$ cat config.mk
export PLATFORM = sky130hd
export DESIGN_NAME = cphdt_ctrl
export DESIGN_NICKNAME = d
export VERILOG_FILES = /design/src/rtl/cphdt_pkg.sv /design/src/rtl/cphdt_ctrl.sv
export SDC_FILE = /design/constraint.sdc
export NUM_CORES = 1
export LEC_CHECK = 0
export ABC_AREA = 1
export BUFFER_PORTS_ARGS = -buffer_cell sky130_fd_sc_hd__buf_2
export CORE_MARGIN = 5
export CORE_UTILIZATION = 55
export CTS_BUF_LIST = sky130_fd_sc_hd__clkbuf_8
export DETAILED_ROUTE_END_ITERATION = 10
export PLACE_DENSITY = 0.85
export SKIP_LAST_GASP = 1
export SYNTH_ARGS = -nofsm -noshare
export SYNTH_HDL_FRONTEND = slang
export SYNTH_SLANG_ARGS = --single-unit
export TNS_END_PERCENT = 5
$ cat constraint.sdc
create_clock -name clock -period 2.7 [get_ports clock]
set_clock_uncertainty 0.2 [all_clocks]
set_input_delay 0.405 -clock clock [delete_from_list [all_inputs] [get_ports clock]]
set_output_delay 0.405 -clock clock [all_outputs]
set_load 0.02 [all_outputs]
$ cat src/rtl/cphdt_pkg.sv
package cphdt_pkg;

   localparam int unsigned ENTRIES = 256;
   localparam int unsigned IDX_W   = (ENTRIES > 1) ? $clog2(ENTRIES) : 1;
   localparam int unsigned CNT_W   = $clog2(ENTRIES + 1);
   localparam int unsigned TAG_W   = 64;
   localparam int unsigned ROW_W   = 4 * TAG_W;

   localparam logic [63:0] MIX_MUL_A  = 64'hff51afd7ed558ccd;
   localparam logic [63:0] MIX_MUL_B  = 64'hc4ceb9fe1a85ec53;
   localparam logic [63:0] WORD_KEY   = 64'ha0761d6478bd642f;
   localparam logic [63:0] SEED_RESET = 64'h9e3779b97f4a7c15;
   localparam int unsigned MIX_SHIFT  = 33;

   // tag word slots, in the order they are computed
   localparam logic [1:0] WORD_SITE_LO   = 2'd0;
   localparam logic [1:0] WORD_SITE_HI   = 2'd1;
   localparam logic [1:0] WORD_TARGET_LO = 2'd2;
   localparam logic [1:0] WORD_TARGET_HI = 2'd3;

   typedef enum logic [2:0] {
      HOP_NONE,
      HOP_LOAD,
      HOP_XS,
      HOP_MUL0,
      HOP_MUL1,
      HOP_MUL2,
      HOP_SAVE
   } hop_type;

   typedef struct packed {
      logic       load;
      hop_type    hop;
      logic [1:0] word;
      logic       kb;
      logic       search;
      logic       finish;
      logic       found;
   } cmd_type;

   typedef struct packed {
      logic hit;
      logic done;
      logic out_free;
   } sts_type;

endpackage

$ cat src/rtl/cphdt_ctrl.sv
module cphdt_ctrl (
   input  logic               clock,
   input  logic               reset,
   input  logic               req_valid,
   output logic               req_ready,
   input  cphdt_pkg::sts_type sts,
   output cphdt_pkg::cmd_type cmd
);

   typedef enum logic [1:0] {
      ST_IDLE,
      ST_HASH,
      ST_SEARCH,
      ST_FINISH
   } state_type;

   localparam logic [3:0] STEP_LAST = 4'd10;

   state_type  state_ff, state_in;
   logic [3:0] step_ff, step_in;
   logic [1:0] word_ff, word_in;
   logic       found_ff, found_in;

   always_comb begin
      state_in = state_ff;
      step_in  = step_ff;
      word_in  = word_ff;
      found_in = found_ff;
      unique case (state_ff)
         ST_IDLE: begin
            if (req_valid) begin
               state_in = ST_HASH;
               step_in  = '0;
               word_in  = cphdt_pkg::WORD_SITE_LO;
            end
         end
         ST_HASH: begin
            if (step_ff == STEP_LAST) begin
               step_in = '0;
               if (word_ff == cphdt_pkg::WORD_TARGET_HI) begin
                  state_in = ST_SEARCH;
               end else begin
                  word_in = word_ff + 2'd1;
               end
            end else begin
               step_in = step_ff + 4'd1;
            end
         end
         ST_SEARCH: begin
            if (sts.hit) begin
               found_in = 1'b1;
               state_in = ST_FINISH;
            end else if (sts.done) begin
               found_in = 1'b0;
               state_in = ST_FINISH;
            end
         end
         ST_FINISH: begin
            // hold until the output register can take the result
            if (sts.out_free) begin
               state_in = ST_IDLE;
            end
         end
         default: state_in = ST_IDLE;
      endcase
   end

   always_ff @(posedge clock) begin
      if (reset) begin
         state_ff <= ST_IDLE;
         step_ff  <= '0;
         word_ff  <= '0;
         found_ff <= 1'b0;
      end else begin
         state_ff <= state_in;
         step_ff  <= step_in;
         word_ff  <= word_in;
         found_ff <= found_in;
      end
   end

   // one fmix64 per tag word: xor-shift, multiply in three partial products, twice, then a final xor-shift
   always_comb begin
      cmd        = '0;
      cmd.hop    = cphdt_pkg::HOP_NONE;
      cmd.word   = word_ff;
      cmd.found  = found_ff;
      cmd.load   = (state_ff == ST_IDLE) && req_valid;
      cmd.search = (state_ff == ST_SEARCH);
      cmd.finish = (state_ff == ST_FINISH) && sts.out_free;
      if (state_ff == ST_HASH) begin
         unique case (step_ff)
            4'd0:                      cmd.hop = cphdt_pkg::HOP_LOAD;
            4'd1, 4'd5, 4'd9:          cmd.hop = cphdt_pkg::HOP_XS;
            4'd2, 4'd6:                cmd.hop = cphdt_pkg::HOP_MUL0;
            4'd3, 4'd7:                cmd.hop = cphdt_pkg::HOP_MUL1;
            4'd4, 4'd8:                cmd.hop = cphdt_pkg::HOP_MUL2;
            4'd10:                     cmd.hop = cphdt_pkg::HOP_SAVE;
            default:                   cmd.hop = cphdt_pkg::HOP_NONE;
         endcase
         cmd.kb = (step_ff > 4'd5);
      end
   end

   assign req_ready = (state_ff == ST_IDLE);

   a_accept_starts_hash: assert property (@(posedge clock) disable iff (reset)
      (req_valid && req_ready) |=> (state_ff == ST_HASH) && (step_ff == 4'd0))
      else $error("accepted item did not start hashing");

   a_finish_only_when_free: assert property (@(posedge clock) disable iff (reset)
      (state_ff == ST_FINISH && sts.out_free) |=> (state_ff == ST_IDLE))
      else $error("finish did not return to idle");

endmodule

# Word-level counts from Yosys, hierarchy flattened
# Memory sizes are Yosys's and may differ from the RTL's. A register that Yosys moved wholly into a read port is not among the register bits.
# Index checks and enable logic that the tools add are counted.
# word_totals
reg_bits,9
mem_bits_ro,48
output_inout_bits,11
wordCells,48
n_memories,1
# memory_table
memory,depth,width,read_ports,rd_ports_with_merged_regs,wr,line_no,source
(name not given),16,3,1,1,0,cphdt_ctrl.sv:92,unique case (step_ff)
# classes
n_addsub,2
order_cmp,1
n_eq_ne,11
mux,20
reduce_logical,9
# ops
operator,count
$mux W2,9
$mux W4,4
$ne A2 B2 Y1 const B,5
$pmux W2 S4,1
$pmux W4 S2,1
$eq A2 B2 Y1 const B,3
$reduce_and A5 Y1,1
$add A4 B1 Y4 const B,1
$eq A4 B4 Y1 const B,1
$gt A4 B3 Y1 const B,1
$pmux W2 S2,1
$reduce_and A2 Y1,2
$reduce_and A4 Y1,1
$reduce_bool A2 Y1,2
$mux W1,3
$mux W3,1
$ne A3 B3 Y1 const B,1
$add A2 B1 Y2 const B,1
$eq A2 B1 Y1 const B,1
$logic_and A1 B1 Y1,2
$logic_not A2 Y1,1

# Longest topological paths before layout
# depth
ltp_word,5
depth_mapped,15

# Worst setup path after synthesis
# Ideal clock, no wire load.
# synth_timing
kind,reg-to-reg
from,register state_ff[0]
to,register with a tool-made name
arrival_time_ps,1824
path_slack_ps,563
stages_incl_launch_ff,11
path_buffers,0
period_less_slack_ps,2137
cell_sequence,dfxtp_1 > inv_1 > ha_1 > nand2_2 > nand2_4 > a21oi_4 > nand3_2 > ha_1 > nand4_1 > nand3_1 > nand2_1
# synth_lines
element,line_no,source
"start, declared",cphdt_ctrl.sv:19,"state_type state_ff, state_in;"
"start signal, assigned",cphdt_ctrl.sv:75,state_ff <= state_in;

==> results_dict.tcl <==
set metrics [dict create \
    yosys_warnings 0 \
    cts_hold_buf 0 \
    antenna_found_initial 0 \
    diodes 0 \
    cts_buffers 3 \
    crit_family "adder cells" \
    period_needed_ns 2.27 \
    die-area_um2 2360 \
    yosys.cell_types.count 20 \
    ios 17 \
    insertion_delay_ns 0.24 \
    grt_util_all_layers_pct 15.2 \
    clock-root-buffer "clkbuf_8" \
    yosys_register_bits 12 \
    critPathCaptureType "flop" \
    slew-limit-headroom_pct 77.0 \
    synth.top_cell.area_share_pct 29.4 \
    setup_viol 0 \
    drive_gt1_share_pct 24.5 \
    path_clk_slew_ns 0.05 \
    critPathArrivalTime_ns 2.21 \
    hold_slack_ns 0.200 \
    combPwrFrac_pct 54.8 \
    grt_first_pass_wirelength_um 2780 \
    synth_area_leaders "dfxtp_1 (29%), inv_1 (13%), nand2_1 (13%)" \
    crit_chain "inv_1 > ha_1 > nand2_2 > nand2_4 > a21oi_4 > nand3_2 > ha_1 > nand4_1 > nand3_1 > nand2_1" \
    status "completed" \
    p_int_mw 0.558 \
    core_um2 1450 \
    dp_hpwl_um 1350 \
    gp_congestion 0.868 \
    rr_worst_depth 10 \
    finalHoldViolations 0 \
    min_to "found_ff" \
    worstPathMaxFanout 10 \
    whs_path_depth 2 \
    routed_via_density 4.88 \
    power_frac_clock_pct 18.8 \
    ant_nets 0 \
    startpoint_type "flop" \
    fmax_ghz 0.441 \
    layout.cells.most_common_list "nand2_1 (28), inv_1 (28), buf_2 (16), dfxtp_1 (12)" \
    start_util_pct 56.3 \
    synth_largest_area_cell "dfxtp_1" \
    vdd_drop_max_mv 0.658 \
    p_sw_mw 0.501 \
    wl_um 1680 \
    yosysSeqAreaShare_pct 29.4 \
    cp.required_ns 2.64 \
    cts_tree "yes" \
    syn_nets 134 \
    cts.sinks 12 \
    path_class "flop to flop" \
    grt_max_degree 11 \
    nNetsFinal 153 \
    die_w_um 48.6 \
    die_y_um 48.6 \
    wl_per_cell_um 10.8 \
    drc 0 \
    tightest_slew_ns 0.345 \
    worst_slack_ns 0.435 \
    max_stage_delay_ns 0.37 \
    cts_max_level 1 \
    port_buffers 16 \
    seqCellArea_um2 240 \
    nFillCells 133 \
    dp_slack_ns 0.454 \
    reg2reg_slack_ns 0.43 \
    maxCapViolCount 0 \
    cts_resized 0 \
    vias 756 \
    critPathSlowestCell "dfxtp_1" \
    syn-cell-area_um2 818 \
    crit_top_cell "ha_1" \
    power_density_nw_per_um2 1110 \
    netlist_instances 121 \
    area_delta_synth_final_pct 16.7 \
    p_leak_nw 0.595 \
    hp-start "reset" \
    final_core_util_pct 65.7 \
    synth.avg_cell_area_um2 6.76 \
    multi_input_area_um2 447 \
    drt_iter0_drc 9 \
    slew_viol_final 0 \
    clockBufferDepth 2 \
    grt_pass1_vias 653 \
    setup_tns_ns 0 \
    p_sw_share_pct 47.3 \
    overflow 0 \
    p_seq_share_pct 26.5 \
    post_cts_buffers 0 \
    hold_class "primary input to flop" \
    rsz0062_at_grt "no" \
    fin_crit_sh_pct 83.9 \
    fp-row-count 14 \
    rr_startpoint "state_ff[1]" \
    critPathBufInv 1 \
    firstDrtPassIters 4 \
]
## metal layers
layer,vias up,routed length (um),track usage (%)
met5,-,0,0
met4,0,44,9.42
met3,5,115,7.36
met2,19,782,23.3
met1,331,733,16.8
li1,401,-,-
## metrics by stage
step / std cells / total power, mW / area [um^2]
after floorplan: 121 / 0.747 / 818
after global placement: 151 / 0.839 / 900
after detailed placement: 151 / 0.861 / 900
after CTS: 155 / 1.07 / 955
after global routing: 155 / 1.15 / 955
final: 155 / 1.06 / 955
## how the worst max path moves through the flow
stage,from,end,slack (ns),depth (start not counted)
after floorplan,state_ff[0],flop,0.56,10
after global placement,state_ff[1],flop,0.55,10
after detailed placement,state_ff[1],flop,0.45,10
after CTS,state_ff[1],flop,0.43,10
after global routing,state_ff[1],flop,0.27,10
final,state_ff[1],flop,0.43,10
## kinds of logic (layout without fill, tap and decap cells)
family | count (synthesis) | in the layout | share of synthesized area [%]
flops | 12 | 12 | 29.4
compound gates | 9 | 9 | 7.34
simple gates | 61 | 61 | 36.5
fa+ha+maj | 7 | 7 | 10.7
buf+inv | 32 | 50 | 16.1
## cell usage after synthesis, drive strengths merged
cell type / n
nand3: 9
or2: 1
nand4: 3
nand2: 37
nor3: 2
inv: 30
ha: 7
buf: 2
a21oi: 5
o21ai: 4
nand3b: 1
nor2: 8
dfxtp: 12
## worst reg2reg max path, delay by kind of cell (launching register included)
family                   cells  cell delay [ns]
adder cells (fa/ha/maj)      2             0.63
flip-flops                   1             0.37
AO/OA/AOI/OAI                1             0.27
AND/OR/NAND/NOR              6             0.60
buffers and inverters        1             0.08
## cell type report
| class | count | share of cell area, % |
|---|---|---|
| multi-input combinational | 77 | 46.8 |
| sequential | 12 | 25.2 |
| inverter | 30 | 11.8 |
| timing repair buffer | 16 | 8.39 |
| clock buffer | 4 | 5.77 |
| tap | 16 | 2.10 |
## power by group through the flow
stage	Sequential, mW	Combinational (mW)	Clock, mW
2_1_floorplan	0.282	0.465	0
6_report	0.280	0.580	0.199
3_3_place_gp	0.281	0.558	0
5_1_grt	0.286	0.653	0.215
4_1_cts	0.279	0.585	0.204
3_5_place_dp	0.283	0.578	0
(Power assumes the default switching activity.)
